### src/hdl/csst_pkg.sv
`default_nettype none
package csst_pkg;

  localparam int unsigned MaxAgents = 32;
  localparam int unsigned AddrW     = $clog2(MaxAgents);
  localparam int unsigned CntW      = AddrW + 1;
  localparam int unsigned MaxRadius = 255;
  localparam int unsigned RecBytes  = 29;
  localparam logic [63:0] FnvOffset = 64'hCBF29CE484222325;

  typedef enum logic [2:0] {
    CMD_ADD      = 3'd0,
    CMD_REMOVE   = 3'd1,
    CMD_RETARGET = 3'd2,
    CMD_STEP     = 3'd3,
    CMD_HASH     = 3'd4
  } cmd_e;

  typedef enum logic [2:0] {
    EM_NONE,
    EM_OK,
    EM_AGENT,
    EM_SUM,
    EM_HASH,
    EM_ZERO
  } emit_e;

  typedef enum logic [1:0] {
    WR_RDATA,
    WR_NEW,
    WR_RETGT,
    WR_COPY
  } wsel_e;

  typedef enum logic [4:0] {
    ST_IDLE,
    ST_SC_RD,
    ST_SC_EV,
    ST_SH_RD,
    ST_SH_EV,
    ST_RM_RD,
    ST_RM_EV,
    ST_RI,
    ST_LI,
    ST_PAIR,
    ST_CLAMP,
    ST_AGENT,
    ST_CP_RD,
    ST_CP_WR,
    ST_HS_CNT,
    ST_HS_RD,
    ST_HS_BYTE,
    ST_EMIT
  } state_e;

  typedef struct packed {
    logic        en;
    logic [7:0]  rad;
    logic [30:0] lim;
    logic [31:0] gy;
    logic [31:0] gx;
    logic [31:0] py;
    logic [31:0] px;
    logic [31:0] id;
  } rec_t;

  typedef struct packed {
    logic             latch_in;
    logic             rd_en;
    logic [AddrW-1:0] rd_addr;
    logic             wr_en;
    logic [AddrW-1:0] wr_addr;
    wsel_e            wr_sel;
    logic             cnt_inc;
    logic             cnt_dec;
    logic             self_ld;
    logic             pair_en;
    logic             pair_self;
    logic             clamp_go;
    logic             nb_wr;
    logic             sum_clr;
    logic             hash_init;
    logic             hash_byte;
    logic             hash_cnt;
    logic [4:0]       byte_sel;
    emit_e            emit;
    logic             ok;
  } ctl_t;

  typedef struct packed {
    logic [CntW-1:0] count;
    logic            id_hit;
    logic            id_gt;
    logic            add_good;
    logic            bounds_ok;
    logic            self_act;
    logic            out_free;
  } sts_t;

  typedef struct packed {
    logic [63:0]     hash;
    logic [5:0]      st;
    logic [5:0]      mt;
    logic [5:0]      at;
    logic            sp;
    logic            mv;
    logic [31:0]     ny;
    logic [31:0]     nx;
    logic [31:0]     id;
    logic            ok;
  } out_t;

endpackage
`default_nettype wire

### src/hdl/csst_ctrl.sv
`default_nettype none
module csst_ctrl (
  input  wire logic          clk_i,
  input  wire logic          rst_ni,
  input  wire logic          in_valid_i,
  input  wire logic [2:0]    in_cmd_i,
  output logic               in_ready_o,
  input  csst_pkg::sts_t     sts_i,
  output csst_pkg::ctl_t     ctl_o
);

  csst_pkg::state_e state_q, state_d;
  csst_pkg::cmd_e   cmd_q, cmd_d;
  csst_pkg::emit_e  em_q, em_d;
  logic [csst_pkg::CntW-1:0] k_q, k_d, j_q, j_d;
  logic [4:0] b_q, b_d;
  logic       ok_q, ok_d;

  always_ff @(posedge clk_i or negedge rst_ni) begin
    if (!rst_ni) begin
      state_q <= csst_pkg::ST_IDLE;
      cmd_q   <= csst_pkg::CMD_ADD;
      em_q    <= csst_pkg::EM_NONE;
      k_q     <= '0;
      j_q     <= '0;
      b_q     <= '0;
      ok_q    <= 1'b0;
    end else begin
      state_q <= state_d;
      cmd_q   <= cmd_d;
      em_q    <= em_d;
      k_q     <= k_d;
      j_q     <= j_d;
      b_q     <= b_d;
      ok_q    <= ok_d;
    end
  end

  always_comb begin
    state_d = state_q;
    cmd_d   = cmd_q;
    em_d    = em_q;
    k_d     = k_q;
    j_d     = j_q;
    b_d     = b_q;
    ok_d    = ok_q;
    ctl_o   = '0;
    ctl_o.wr_sel = csst_pkg::WR_RDATA;
    ctl_o.emit   = csst_pkg::EM_NONE;
    in_ready_o = (state_q == csst_pkg::ST_IDLE);

    unique case (state_q)
      csst_pkg::ST_IDLE: begin
        if (in_valid_i) begin
          ctl_o.latch_in = 1'b1;
          cmd_d = csst_pkg::cmd_e'(in_cmd_i);
          k_d   = '0;
          j_d   = '0;
          b_d   = '0;
          unique case (in_cmd_i)
            csst_pkg::CMD_ADD, csst_pkg::CMD_REMOVE, csst_pkg::CMD_RETARGET:
              state_d = csst_pkg::ST_SC_RD;
            csst_pkg::CMD_STEP: begin
              ctl_o.sum_clr = 1'b1;
              em_d = csst_pkg::EM_SUM;
              state_d = sts_i.bounds_ok ? csst_pkg::ST_RI : csst_pkg::ST_EMIT;
            end
            csst_pkg::CMD_HASH: begin
              ctl_o.hash_init = 1'b1;
              state_d = csst_pkg::ST_HS_CNT;
            end
            default: begin
              em_d = csst_pkg::EM_ZERO;
              state_d = csst_pkg::ST_EMIT;
            end
          endcase
        end
      end

      // linear id search: read an entry, then compare its id
      csst_pkg::ST_SC_RD: begin
        if (k_q == sts_i.count) begin
          em_d = csst_pkg::EM_OK;
          ok_d = 1'b0;
          if (cmd_q == csst_pkg::CMD_ADD && sts_i.add_good) begin
            state_d = csst_pkg::ST_SH_RD;
          end else begin
            state_d = csst_pkg::ST_EMIT;
          end
        end else begin
          ctl_o.rd_en   = 1'b1;
          ctl_o.rd_addr = k_q[csst_pkg::AddrW-1:0];
          state_d = csst_pkg::ST_SC_EV;
        end
      end

      csst_pkg::ST_SC_EV: begin
        if (sts_i.id_hit) begin
          em_d = csst_pkg::EM_OK;
          unique case (cmd_q)
            csst_pkg::CMD_REMOVE: state_d = csst_pkg::ST_RM_RD;
            csst_pkg::CMD_RETARGET: begin
              ctl_o.wr_en   = 1'b1;
              ctl_o.wr_addr = k_q[csst_pkg::AddrW-1:0];
              ctl_o.wr_sel  = csst_pkg::WR_RETGT;
              ok_d    = 1'b1;
              state_d = csst_pkg::ST_EMIT;
            end
            default: begin
              ok_d    = 1'b0;
              state_d = csst_pkg::ST_EMIT;
            end
          endcase
        end else begin
          k_d = k_q + 1'b1;
          state_d = csst_pkg::ST_SC_RD;
        end
      end

      // sorted insert: move larger ids up one slot from the top
      csst_pkg::ST_SH_RD: begin
        if (k_q == '0) begin
          ctl_o.wr_en   = 1'b1;
          ctl_o.wr_addr = '0;
          ctl_o.wr_sel  = csst_pkg::WR_NEW;
          ctl_o.cnt_inc = 1'b1;
          ok_d    = 1'b1;
          state_d = csst_pkg::ST_EMIT;
        end else begin
          ctl_o.rd_en   = 1'b1;
          ctl_o.rd_addr = csst_pkg::AddrW'(k_q - 1'b1);
          state_d = csst_pkg::ST_SH_EV;
        end
      end

      csst_pkg::ST_SH_EV: begin
        ctl_o.wr_en   = 1'b1;
        ctl_o.wr_addr = k_q[csst_pkg::AddrW-1:0];
        if (sts_i.id_gt) begin
          ctl_o.wr_sel = csst_pkg::WR_RDATA;
          k_d     = k_q - 1'b1;
          state_d = csst_pkg::ST_SH_RD;
        end else begin
          ctl_o.wr_sel  = csst_pkg::WR_NEW;
          ctl_o.cnt_inc = 1'b1;
          ok_d    = 1'b1;
          state_d = csst_pkg::ST_EMIT;
        end
      end

      csst_pkg::ST_RM_RD: begin
        if ((k_q + 1'b1) == sts_i.count) begin
          ctl_o.cnt_dec = 1'b1;
          ok_d    = 1'b1;
          state_d = csst_pkg::ST_EMIT;
        end else begin
          ctl_o.rd_en   = 1'b1;
          ctl_o.rd_addr = csst_pkg::AddrW'(k_q + 1'b1);
          state_d = csst_pkg::ST_RM_EV;
        end
      end

      csst_pkg::ST_RM_EV: begin
        ctl_o.wr_en   = 1'b1;
        ctl_o.wr_addr = k_q[csst_pkg::AddrW-1:0];
        ctl_o.wr_sel  = csst_pkg::WR_RDATA;
        k_d     = k_q + 1'b1;
        state_d = csst_pkg::ST_RM_RD;
      end

      // step: k walks the agents, j streams the neighbors one per cycle
      csst_pkg::ST_RI: begin
        if (k_q == sts_i.count) begin
          j_d     = '0;
          state_d = csst_pkg::ST_CP_RD;
        end else begin
          ctl_o.rd_en   = 1'b1;
          ctl_o.rd_addr = k_q[csst_pkg::AddrW-1:0];
          state_d = csst_pkg::ST_LI;
        end
      end

      csst_pkg::ST_LI: begin
        ctl_o.self_ld = 1'b1;
        j_d = '0;
        if (sts_i.self_act) begin
          ctl_o.rd_en   = 1'b1;
          ctl_o.rd_addr = '0;
          state_d = csst_pkg::ST_PAIR;
        end else begin
          state_d = csst_pkg::ST_CLAMP;
        end
      end

      csst_pkg::ST_PAIR: begin
        ctl_o.pair_en   = 1'b1;
        ctl_o.pair_self = (j_q == k_q);
        if ((j_q + 1'b1) == sts_i.count) begin
          state_d = csst_pkg::ST_CLAMP;
        end else begin
          ctl_o.rd_en   = 1'b1;
          ctl_o.rd_addr = csst_pkg::AddrW'(j_q + 1'b1);
          j_d = j_q + 1'b1;
        end
      end

      csst_pkg::ST_CLAMP: begin
        ctl_o.clamp_go = 1'b1;
        state_d = csst_pkg::ST_AGENT;
      end

      csst_pkg::ST_AGENT: begin
        if (sts_i.out_free) begin
          ctl_o.nb_wr   = 1'b1;
          ctl_o.wr_addr = k_q[csst_pkg::AddrW-1:0];
          ctl_o.emit    = csst_pkg::EM_AGENT;
          k_d     = k_q + 1'b1;
          state_d = csst_pkg::ST_RI;
        end
      end

      csst_pkg::ST_CP_RD: begin
        if (j_q == sts_i.count) begin
          em_d    = csst_pkg::EM_SUM;
          state_d = csst_pkg::ST_EMIT;
        end else begin
          ctl_o.rd_en   = 1'b1;
          ctl_o.rd_addr = j_q[csst_pkg::AddrW-1:0];
          state_d = csst_pkg::ST_CP_WR;
        end
      end

      csst_pkg::ST_CP_WR: begin
        ctl_o.wr_en   = 1'b1;
        ctl_o.wr_addr = j_q[csst_pkg::AddrW-1:0];
        ctl_o.wr_sel  = csst_pkg::WR_COPY;
        j_d     = j_q + 1'b1;
        state_d = csst_pkg::ST_CP_RD;
      end

      // hash: one byte per cycle, with a table read between records
      csst_pkg::ST_HS_CNT: begin
        ctl_o.hash_byte = 1'b1;
        ctl_o.hash_cnt  = 1'b1;
        ctl_o.byte_sel  = b_q;
        if (b_q == 5'd3) begin
          k_d     = '0;
          state_d = csst_pkg::ST_HS_RD;
        end else begin
          b_d = b_q + 1'b1;
        end
      end

      csst_pkg::ST_HS_RD: begin
        if (k_q == sts_i.count) begin
          em_d    = csst_pkg::EM_HASH;
          state_d = csst_pkg::ST_EMIT;
        end else begin
          ctl_o.rd_en   = 1'b1;
          ctl_o.rd_addr = k_q[csst_pkg::AddrW-1:0];
          b_d     = '0;
          state_d = csst_pkg::ST_HS_BYTE;
        end
      end

      csst_pkg::ST_HS_BYTE: begin
        ctl_o.hash_byte = 1'b1;
        ctl_o.byte_sel  = b_q;
        if (b_q == 5'(csst_pkg::RecBytes - 1)) begin
          k_d     = k_q + 1'b1;
          state_d = csst_pkg::ST_HS_RD;
        end else begin
          b_d = b_q + 1'b1;
        end
      end

      csst_pkg::ST_EMIT: begin
        if (sts_i.out_free) begin
          ctl_o.emit = em_q;
          ctl_o.ok   = ok_q;
          state_d    = csst_pkg::ST_IDLE;
        end
      end

      default: state_d = csst_pkg::ST_IDLE;
    endcase
  end

endmodule
`default_nettype wire

### config.mk
export PLATFORM = sky130hd
export DESIGN_NAME = csst_ctrl
export DESIGN_NICKNAME = d
export VERILOG_FILES = /design/src/hdl/csst_pkg.sv /design/src/hdl/csst_ctrl.sv
export SDC_FILE = /design/constraint.sdc
export NUM_CORES = 1
export LEC_CHECK = 0
export BUFFER_PORTS_ARGS = -buffer_cell sky130_fd_sc_hd__buf_2
export CORE_AREA = 2 2 94 96
export CTS_BUF_LIST = sky130_fd_sc_hd__clkbuf_2
export CTS_CLUSTER_SIZE = 14
export DETAILED_ROUTE_END_ITERATION = 10
export DIE_AREA = 0 0 96 98
export SYNTH_ARGS = -nofsm -noshare
export SYNTH_HDL_FRONTEND = slang
export SYNTH_SLANG_ARGS = --single-unit
### constraint.sdc
create_clock -name clk_i -period 4.3 [get_ports clk_i]
set_input_delay 0.43 -clock clk_i [delete_from_list [all_inputs] [get_ports clk_i]]
set_output_delay 0.43 -clock clk_i [all_outputs]
set_load 0.05 [all_outputs]
==> metrics.md, run 1 <==
| Metric | Value |
|---|---|
| Status | finished with violations |
| Failing checks | design-rule violations |
| Sequential power share | 0.265 |
| Drt total wl | 10.2 mm |
| Share of cells above drive strength 1 | 0.214 |
| CP startpoint kind | flop |
| Vias in the first global route | 3228 |
| Mux cell area share after synthesis | 0.0262 |
| # resized after CTS | 0 |
| IO buf count | 53 |
| ANT cells | 0 |
| Final nets | 477 |
| Initial antenna violation count | 0 |
| Post-Synth Simple-Gate Area | 0.284 |
| GR Overflow Total | 0 |
| Post-DP HPWL | 7.72 mm |
| Number of synthesized flops with an enable pin | 0 |
| Setup TNS Final | 0 ns |
| Synth Cell Area | 3300 µm² |
| CTS buffer count | 5 |
| Reg2reg path depth | 6 |
| Sink Count | 29 |
| Max Slew Vio Count | 0 |
| Max Cap Viol | 0 |
| Clock power share | 0.067 |
| GRT Util Overall | 0.224 |
| Critical-path top delay cell | dfrtp_1 |
| Die Wd | 96 µm |
| DR vias/cell | 6.09 |
| Sw Ratio | 0.588 |
| Combinational Power Share | 0.668 |
| R2r setup slk | 1.26 ns |
| Setup repair bufs after CTS | 0 |
| WS Path Type | reg2out |
| #FFs+latches synth | 29 |
| CTS clock-pin slew for the worst setup and hold paths | 0.18 ns |
| Leakage power | 0.00159 µW |
| CTS Buffer Depth | 2 |
| Internal | 923 µW |
| Routed wire per std cell | 18.2 µm |
| Peak ir drop on the vdd network | 0.000292 V |
| Hold-fix buffers, CTS | 0 |
| Full die area | 9410 µm² |
| Reg2Reg Capture Point | state_q[1]$_DFFE_PN0P_ |
| Die H | 98 µm |
| Async S/R FF share, synth | 1.00 |
| Initial core utilization | 0.390 |
| Syn_nets | 443 |
| Synth-to-Final Area Change | 7.70% |
| Post-Synth XOR/XNOR Area | 0.112 |
| Worst-margin pin slew | 1.04 ns |
| Mapped Cells | 419 |
| RSZ-0062 raised after global routing | false |
| First-pass GRT wire length | 16.6 mm |
| DRC | 1 |
| Post-synthesis adder-cell area fraction | 0.0228 |
| WHS | 0.0746 ns |
| Critical path required time | 3.87 ns |
| TritonRoute pass-1 iters | 9 |
| Crit path DAT | 3.15 ns |
| Kind of end point of the critical path | output port |
| Initial drt markers | 410 |
| Num ports | 54 |
| Commonest non-fill, non-tap cell in the layout | buf_2 |
| Mapped Avg Cell Area | 7.87 µm² |
| Hold Vio Cnt, Final | 0 |
| Top FF cell, synth | dfrtp_1 |
| Critical path, cell by cell | inv_1 -> nor3_1 -> a31oi_1 -> o21ai_0 -> a22o_1 -> buf_2 |
| Synthesis warning total | 0 |
| Max Freq | 279 MHz |
| Most frequent cells in the layout | 53 x buf_2, 36 x nand2_1, 34 x nor2_1 |
| Combinational family with the most area after synthesis | simple AND/OR/NAND/NOR gates |
| H-Tree Depth | 2 |
| Clock skew | 0.0167 ns |
| Site row count | 34 |
| Core footprint | 8470 µm² |
| Largest net degree at the start of global routing | 32 |
| Post-DRT Antenna Nets | 0 |
| DR vias | 3422 |
| P_sw | 1320 µW |
| Slew headroom | 0.302 |
| Final setup viols | 0 |
| Root buffer cell | clkbuf_2 |
| GP Congestion | 0.975 |
| Critical Path Max Stage Delay | 0.86 ns |
| Clk_lat worst skew | 0.38 ns |
| Distinct cell type count after synthesis | 75 |
| CTS tree | built |
| Total power divided by cell area | 631 nW/µm² |
| Reg2Reg Launch Point | state_q[2]$_DFFE_PN0P_ |
| Final critical-path share of the clock period | 0.833 |
| Compound-Gate Fraction of Synth Area | 0.255 |
| Max Fanout on Critical Path | 24 |
| Sequential share of the synthesized area | 0.220 |
| Min cycle time layout | 3.58 ns |
| Worst hold path type | in2async |
## power groups by stage
stage          combinational (µW)  clock (µW)  sequential, µW
2_1_floorplan                1330           0             408
5_1_grt                      1620         167             614
3_5_place_dp                 1470           0             591
4_1_cts                      1470         154             584
6_report                     1500         150             593
3_3_place_gp                 1470           0             589
## layout make-up
cell class	instances	area [µm²]
fillers	896	4910
multi-input cells	344	2310
flip-flops and latches	29	726
repair buffers	54	273
well taps	108	135
inverters	19	71.3
clock buffers	6	30.0
clock inverters	2	10.0
## metrics by stage
| stage | cells | util | cell area [µm²] | setup WS, ns | total power (µW) |
|---|---|---|---|---|---|
| final | 562 | 0.420 | 3550 | 0.717 | 2240 |
| after global routing | 562 | 0.420 | 3550 | 0.461 | 2400 |
| after CTS | 562 | 0.420 | 3550 | 0.778 | 2210 |
| after detailed placement | 554 | 0.415 | 3510 | 1.23 | 2060 |
| after global placement | 554 | 0.415 | 3510 | 1.27 | 2060 |
| after floorplan | 419 | - | 3300 | 1.08 | 1740 |
## sequential cells by signal (all words and copies together) (netlist names)
| register | count |
|---|---|
| b_q | 5 |
| cmd_q | 3 |
| em_q | 3 |
| j_q | 6 |
| k_q | 6 |
| ok_q | 1 |
| state_q | 5 |
## synthesized netlist by cell type, types with 3 or more instances
cell type,n,area [µm²]
a211o_1,4,35.0
o31ai_1,6,45.0
buf_2,10,50.1
o21ai_0,31,155
o211ai_1,3,22.5
nand3_1,13,65.1
nand2b_1,8,50.1
o22ai_1,5,31.3
inv_1,19,71.3
nor2_1,34,128
mux2i_1,3,30.0
ha_1,6,75.1
xor2_1,10,87.6
nor3_1,13,65.1
or2_2,4,25.0
nor4_1,4,25.0
a31oi_1,12,75.1
mux2_2,5,56.3
and3b_1,3,26.3
buf_4,4,30.0
a211oi_1,4,30.0
xnor2_2,6,97.6
a221oi_1,3,26.3
a22oi_1,4,30.0
and3_1,3,18.8
buf_6,6,67.6
nand2_1,36,135
and2_1,8,50.1
dfrtp_1,29,726
nand4_1,8,50.1
nor2b_1,4,25.0
a21o_1,3,22.5
a22o_1,5,43.8
o221ai_1,4,35.0
clkbuf_1,5,18.8
xnor2_1,16,140
or3_1,4,25.0
nand4b_1,3,26.3
nand3b_1,4,30.0
a21oi_1,26,130
nor3b_1,3,22.5
## worst max-delay path, delay by kind of cell, from the launching register on
kind | cells | cell delay [ns]
compound gates | 3 | 1.04
buf+inv | 2 | 0.64
flops | 1 | 0.86
simple gates | 1 | 0.25
## kinds of logic (layout without fill, tap and decap cells)
logic type	Yosys count	after routing
compound gates	126	126
xor+xnor	34	34
fa+ha+maj	6	6
buf+inv	46	81
flops	29	29
mux	8	8
simple gates	170	170
## how the worst max path moves through the flow
| stage | start | to | slack, ns | depth (start not counted) |
|---|---|---|---|---|
| floorplan | state_q[4]$_DFFE_PN0P_ | ctl_o[33] | 1.08 | 5 |
| global placement | j_q[0]$_DFFE_PN0P_ | ctl_o[28] | 1.27 | 8 |
| detailed placement | state_q[1]$_DFFE_PN0P_ | ctl_o[32] | 1.23 | 7 |
| CTS | j_q[0]$_DFFE_PN0P_ | ctl_o[28] | 0.78 | 8 |
| global route | state_q[1]$_DFFE_PN0P_ | ctl_o[32] | 0.46 | 7 |
| finish | state_q[3]$_DFFE_PN0P_ | ctl_o[23] | 0.72 | 6 |
## per-layer routing
metal / track usage / routed length, µm
met2: 0.340 / 4560
met4: 0.0791 / 322
met3: 0.0293 / 913
met5: 0 / 0
met1: 0.323 / 4440
No activity file was read; power rests on OpenSTA's default activity.
==> run 2: changes to the inputs <==
==> constraint.sdc (replaced) <==
create_clock -name clk_i -period 3.5 [get_ports clk_i]
set_input_delay 0.35 -clock clk_i [delete_from_list [all_inputs] [get_ports clk_i]]
set_output_delay 0.35 -clock clk_i [all_outputs]
set_load 0.05 [all_outputs]
==> run 2 against run 1 <==
Against the previous run: the run ends with negative hold slack left; global-route usage shrank 0.081 points; final area is 2.4% higher; sequential share of layout area is 0.44 points lower; core utilization increased by 0.99 points; power up 25%; wire length is 1.1% higher; largest power group unchanged.
==> metrics.md, run 2 (same netlist as run 1, synthesis figures left out) <==
| Metric | Value |
|---|---|
| Vias in the first global route | 3203 (-0.77%) |
| Final critical-path share of the clock period | 0.935 |
| Largest net degree at the start of global routing | 30 (-6.3%) |
| Site row count | 34 (unchanged) |
| DR vias | 3488 (+1.9%) |
| Hold-fix buffers, CTS | 0 (unchanged) |
| Clock skew | 0.0164 ns (-0.000279 ns) |
| Hold Vio Cnt, Final | 23 (+23) |
| CTS clock-pin slew for the worst setup and hold paths | 0.17 ns (about the same) |
| Initial core utilization | 0.390 (unchanged) |
| Max Freq | 306 MHz |
| Setup TNS Final | 0 ns (unchanged) |
| Max Fanout on Critical Path | 17 (-29%) |
| Sink Count | 29 (unchanged) |
| GR Overflow Total | 0 (unchanged) |
| Min cycle time layout | 3.27 ns |
| Slew headroom | 0.484 (+0.182) |
| Initial drt markers | 287 (-30%) |
| Clk_lat worst skew | 0.38 ns (about the same) |
| WS Path Type | reg2out |
| Drt total wl | 10.4 mm (+1.1%) |
| Max Slew Vio Count | 0 (unchanged) |
| Routed wire per std cell | 18.1 µm (-0.85%) |
| Peak ir drop on the vdd network | 0.000348 V (+19%) |
| Crit path DAT | 2.92 ns (-0.23 ns) |
| IO buf count | 53 (unchanged) |
| Most frequent cells in the layout | 53 x buf_2, 36 x nand2_1, 34 x nor2_1 |
| CTS buffer count | 5 (unchanged) |
| GP Congestion | 0.986 (+1.1%) |
| Core footprint | 8470 µm² (unchanged) |
| TritonRoute pass-1 iters | 5 (-4) |
| Largest registers | j_q: 6 flops, k_q: 6 flops |
| Die Wd | 96 µm (unchanged) |
| Status | finished with violations |
| Root buffer cell | clkbuf_2 |
| Worst-margin pin slew | 0.769 ns (-0.268 ns) |
| Final nets | 488 (+2.3%) |
| Synth-to-Final Area Change | 10.2% |
| Post-DRT Antenna Nets | 0 (unchanged) |
| Full die area | 9410 µm² (unchanged) |
| DR vias/cell | 6.09 (about the same) |
| Initial antenna violation count | 0 (unchanged) |
| Share of cells above drive strength 1 | 0.234 (+0.0208) |
| CTS tree | built |
| Num ports | 54 (unchanged) |
| Final Total Pwr | 2810 µW (+25%) |
| GRT Util Overall | 0.223 (-0.000805) |
| Commonest non-fill, non-tap cell in the layout | buf_2 |
| Post-DP HPWL | 8.12 mm (+5.2%) |
| Kind of end point of the critical path | output port |
| Final setup viols | 0 (unchanged) |
| Total power divided by cell area | 772 nW/µm² (+22%) |
| Leakage power | 0.00164 µW (+3.4%) |
| Worst hold path type | in2async |
| Max Cap Viol | 0 (unchanged) |
| CTS Buffer Depth | 2 (unchanged) |
| ANT cells | 0 (unchanged) |
| Failing checks | negative hold slack |
| CP startpoint kind | flop |
| H-Tree Depth | 2 (unchanged) |
| First-pass GRT wire length | 16.4 mm (-0.95%) |
| WHS | -0.00921 ns (-0.0838 ns) |
| Die H | 98 µm (unchanged) |
| RSZ-0062 raised after global routing | false |
| Util after Layout | 0.430 (+0.00990) |
| Critical path required time | 3.15 ns (-0.72 ns) |
| DRC | 0 (-1) |
==> run 2: final timing paths <==
kind	endpoint	start	depth (start not counted)	slack (ns)
min in group clk_i	cmd_q[1]$_DFFE_PN0P_	in_cmd_i[1]	2	0.28
max in group asynchronous	k_q[0]$_DFFE_PN0P_	rst_ni	1	3.03
worst max register to register	k_q[4]$_DFFE_PN0P_	state_q[0]$_DFFE_PN0P_	7	0.67
worst min register to register	em_q[1]$_DFFE_PN0P_	em_q[1]$_DFFE_PN0P_	1	0.53
worst max-delay path	ctl_o[28]	k_q[2]$_DFFE_PN0P_	7	0.23
worst min-delay path	k_q[5]$_DFFE_PN0P_	rst_ni	1	-0.009
==> run 2: worst max-delay path, cell delays in order, from the launching register on <==
cell and delay (ns):
dfrtp_1 0.77, nand3_1 0.30, xor2_1 0.22, nor3_1 0.07, a311o_1 0.43, and2_1 0.24
o221ai_1 0.21, buf_2 0.31
==> run 2: repair_timing <==
item / in CTS / in global routing
buffers inserted: 0 / 0
setup endpoints to repair: 0 / 3
resized for setup: 0 / 1
==> run 2: area by class of cell <==
type                       instances  area [µm²]
fill                             887        4830
multi-input combinational        344        2310
sequential                        29         727
timing repair buffer              65         355
tap                              108         135
inverter                          19        71.3
clock buffer                       6        30.0
clock inverter                     2        10.0
==> run 2: stage by stage <==
stage | area (µm²) | hold slack (ns) | instances | setup WS [ns]
detailed placement | 3590 | 0.444 | 565 | 0.582
finish | 3640 | -0.00921 | 573 | 0.228
CTS | 3630 | 0.00481 | 573 | 0.134
global placement | 3590 | 0.441 | 565 | 0.657
global route | 3640 | 0.0264 | 573 | 0.0225
floorplan | 3300 | 0.0544 | 419 | 0.355
==> run 2: layer usage <==
metal,part of all wire,global-route usage,vias to the layer above
li1,-,-,1630
met1,0.43,0.300,1664
met2,0.47,0.357,156
met3,0.077,0.0401,38
met4,0.029,0.0736,0
met5,0,0,-
==> run 2: power breakdown <==
part / internal [µW] / switching [µW]
sequential: 424 / 239
combinational: 710 / 1250
clock: 50.1 / 129
total: 1180 / 1620
==> run 3: changes to the inputs <==
--- a/config.mk
+++ b/config.mk
@@ -7,7 +7,7 @@
 export LEC_CHECK = 0
 export BUFFER_PORTS_ARGS = -buffer_cell sky130_fd_sc_hd__buf_2
 export CORE_AREA = 2 2 94 96
-export CTS_BUF_LIST = sky130_fd_sc_hd__clkbuf_2
+export CTS_BUF_LIST = sky130_fd_sc_hd__clkbuf_16
 export CTS_CLUSTER_SIZE = 14
 export DETAILED_ROUTE_END_ITERATION = 10
 export DIE_AREA = 0 0 96 98
==> run 3 against run 2 <==
Against the previous run: clock power rose by 130%; clock skew fell by 0.013 ns; the flow now finishes without violations; count of clock-buffer cells in the layout is 1 lower; highest routed layer unchanged; sequential power about the same; core utilization is 1.2 points higher; global-route usage increased by 0.33 points; maximum frequency rose by 2.2%; largest cell class unchanged; power up 8.7%; combinational power barely moved; register-to-register slack improved by 0.04 ns; cell count is the same.
==> metrics.md, run 3 (same netlist as run 1, synthesis figures left out) <==
| Metric | Value |
|---|---|
| Status | finished clean |
| Initial core utilization | 0.390 (unchanged) |
| Routed wire per std cell | 18.3 µm (+1.1%) |
| TritonRoute pass-1 iters | 9 (+4) |
| CTS tree | built |
| Synth-to-Final Area Change | 13.2% |
| Commonest non-fill, non-tap cell in the layout | buf_2 |
| Die Wd | 96 µm (unchanged) |
| Root buffer cell | clkbuf_16 |
| Placed cell count | 565 (unchanged) |
| Reg2reg path depth | 7 (unchanged) |
| Reg2Reg Capture Point | k_q[4]$_DFFE_PN0P_ |
| CTS buffer count | 5 (unchanged) |
| Die H | 98 µm (unchanged) |
| Initial antenna violation count | 0 (unchanged) |
| Share of cells above drive strength 1 | 0.230 (-0.00430) |
| CP Launch Point | k_q[0]$_DFFE_PN0P_ |
| CTS clock-pin slew for the worst setup and hold paths | 0.05 ns (-0.12 ns) |
| Clk_lat worst skew | 0.28 ns (-0.10 ns) |
| Reg2Reg Launch Point | state_q[1]$_DFFE_PN0P_ |
| Clock skew | 0.00337 ns (-0.0130 ns) |
| Slew headroom | 0.497 (+0.0129) |
| H-Tree Depth | 2 (unchanged) |
| DRC | 0 (unchanged) |
| Site row count | 34 (unchanged) |
| Largest net degree at the start of global routing | 30 (unchanged) |
| Max Slew Vio Count | 0 (unchanged) |
| Max Fanout on Critical Path | 11 (-6) |
| GRT Util Overall | 0.226 (+0.00330) |
| First-pass GRT wire length | 16.6 mm (+1.0%) |
| # resized after CTS | 0 (unchanged) |
| Sw Ratio | 0.543 (-0.0346) |
| Worst hold path type | in2async |
| Sink Count | 29 (unchanged) |
| Num ports | 54 (unchanged) |
| CP startpoint kind | flop |
| Setup repair bufs after CTS | 0 (unchanged) |
| Critical path required time | 3.15 ns (about the same) |
| Internal | 1390 µW (+18%) |
| Post-DP HPWL | 8.12 mm (unchanged) |
| Hold Vio Cnt, Final | 0 (-100%) |
| WS Path Type | reg2out |
| ANT cells | 0 (unchanged) |
| Max Freq | 312 MHz (+2.2%) |
| Met1 Use GR | 0.303 (+0.00238) |
| Kind of end point of the critical path | output port |
| Sequential power share | 0.217 (-0.019) |
| P_sw | 1660 µW (+2.2%) |
| Post-DRT Antenna Nets | 0 (unchanged) |
| CTS Buffer Depth | 2 (unchanged) |
| Largest registers | j_q: 6 flops, k_q: 6 flops |
| RSZ-0062 raised after global routing | false |
| Clock power share | 0.135 (+0.071) |
| IO buf count | 53 (unchanged) |
| Hold-fix buffers, CTS | 0 (unchanged) |
| Final nets | 488 (unchanged) |
| GR Layer Usage met2 | 0.360 (+0.00321) |
| Non-filler cells, final | 573 (unchanged) |
| DR vias | 3499 (+0.32%) |
| Final critical-path share of the clock period | 0.915 (-0.0203) |
| Combinational Power Share | 0.648 (-0.052) |
| Core footprint | 8470 µm² (unchanged) |
| GR Overflow Total | 0 (unchanged) |
| Most frequent cells in the layout | 53 x buf_2, 36 x nand2_1, 34 x nor2_1 |
| M3 GR Usage | 0.0525 (+0.0123) |
| Full die area | 9410 µm² (unchanged) |
| Final setup viols | 0 (unchanged) |
| Initial drt markers | 272 (-5.2%) |
| Drt total wl | 10.5 mm (+1.1%) |
| Vias in the first global route | 3219 (+0.50%) |
| Total power divided by cell area | 817 nW/µm² (+5.9%) |
| Worst-margin pin slew | 0.750 ns (-0.0193 ns) |
| Peak ir drop on the vdd network | 0.000353 V (+1.7%) |
| Most used routing layer | met2 |
| Crit path DAT | 2.85 ns (-0.07 ns) |
| Leakage power | 0.00168 µW (+2.7%) |
| DR vias/cell | 6.11 (+0.32%) |
| R2r setup slk | 0.71 ns (+0.04 ns) |
| Min cycle time layout | 3.20 ns (-0.0710 ns) |
| GP Congestion | 0.986 (unchanged) |
| Setup TNS Final | 0 ns (unchanged) |
| Max Cap Viol | 0 (unchanged) |
run 3: per-stage QoR:
stage | hold slack [ns] | utilization | power (µW) | instance area, µm² | setup slack [ns]
after floorplan | 0.0544 | - | 2140 | 3300 | 0.355
after global placement | 0.441 | 0.425 | 2590 | 3590 | 0.657
after detailed placement | 0.444 | 0.425 | 2600 | 3590 | 0.582
after CTS | 0.151 | 0.441 | 3030 | 3730 | 0.282
after global routing | 0.185 | 0.441 | 3270 | 3730 | 0.0981
final | 0.124 | 0.441 | 3050 | 3730 | 0.299
run 3: per-layer routing:
metal	vias to the layer above	routed length (µm)	part of all wire
met5	-	0	0
met4	0	329	0.031
met3	52	901	0.086
met2	189	4790	0.46
met1	1624	4450	0.42
li1	1634	-	-
run 3: layout make-up:
cell class	instances	area, µm²
fillers	880	4730
multi-input cells	344	2310
flip-flops and latches	29	726
repair buffers	65	355
well taps	108	135
clock buffers	5	125
inverters	19	71.3
clock inverters	3	13.8
run 3: worst max path at each step:
stage | end | slack (ns) | cells past startpoint
floorplan | ctl_o[33] | 0.36 | 5
global placement | ctl_o[28] | 0.66 | 8
detailed placement | ctl_o[28] | 0.58 | 8
CTS | ctl_o[28] | 0.28 | 8
global route | ctl_o[28] | 0.1 | 8
finish | ctl_o[28] | 0.30 | 8
run 3: critical path: stages (launching register included):
cell      delay (ns)
dfrtp_1         0.59
inv_1           0.17
ha_1            0.38
xor2_1          0.15
nor3_1          0.07
a311o_1         0.43
and2_1          0.24
o221ai_1        0.22
buf_2           0.31
run 3: power groups by stage:
stage               Clock, µW  Combinational [µW]  Sequential (µW)
floorplan                   0                1640              502
global placement            0                1940              659
detailed placement          0                1940              663
CTS                       424                1950              656
global route              440                2140              685
finish                    413                1980              661
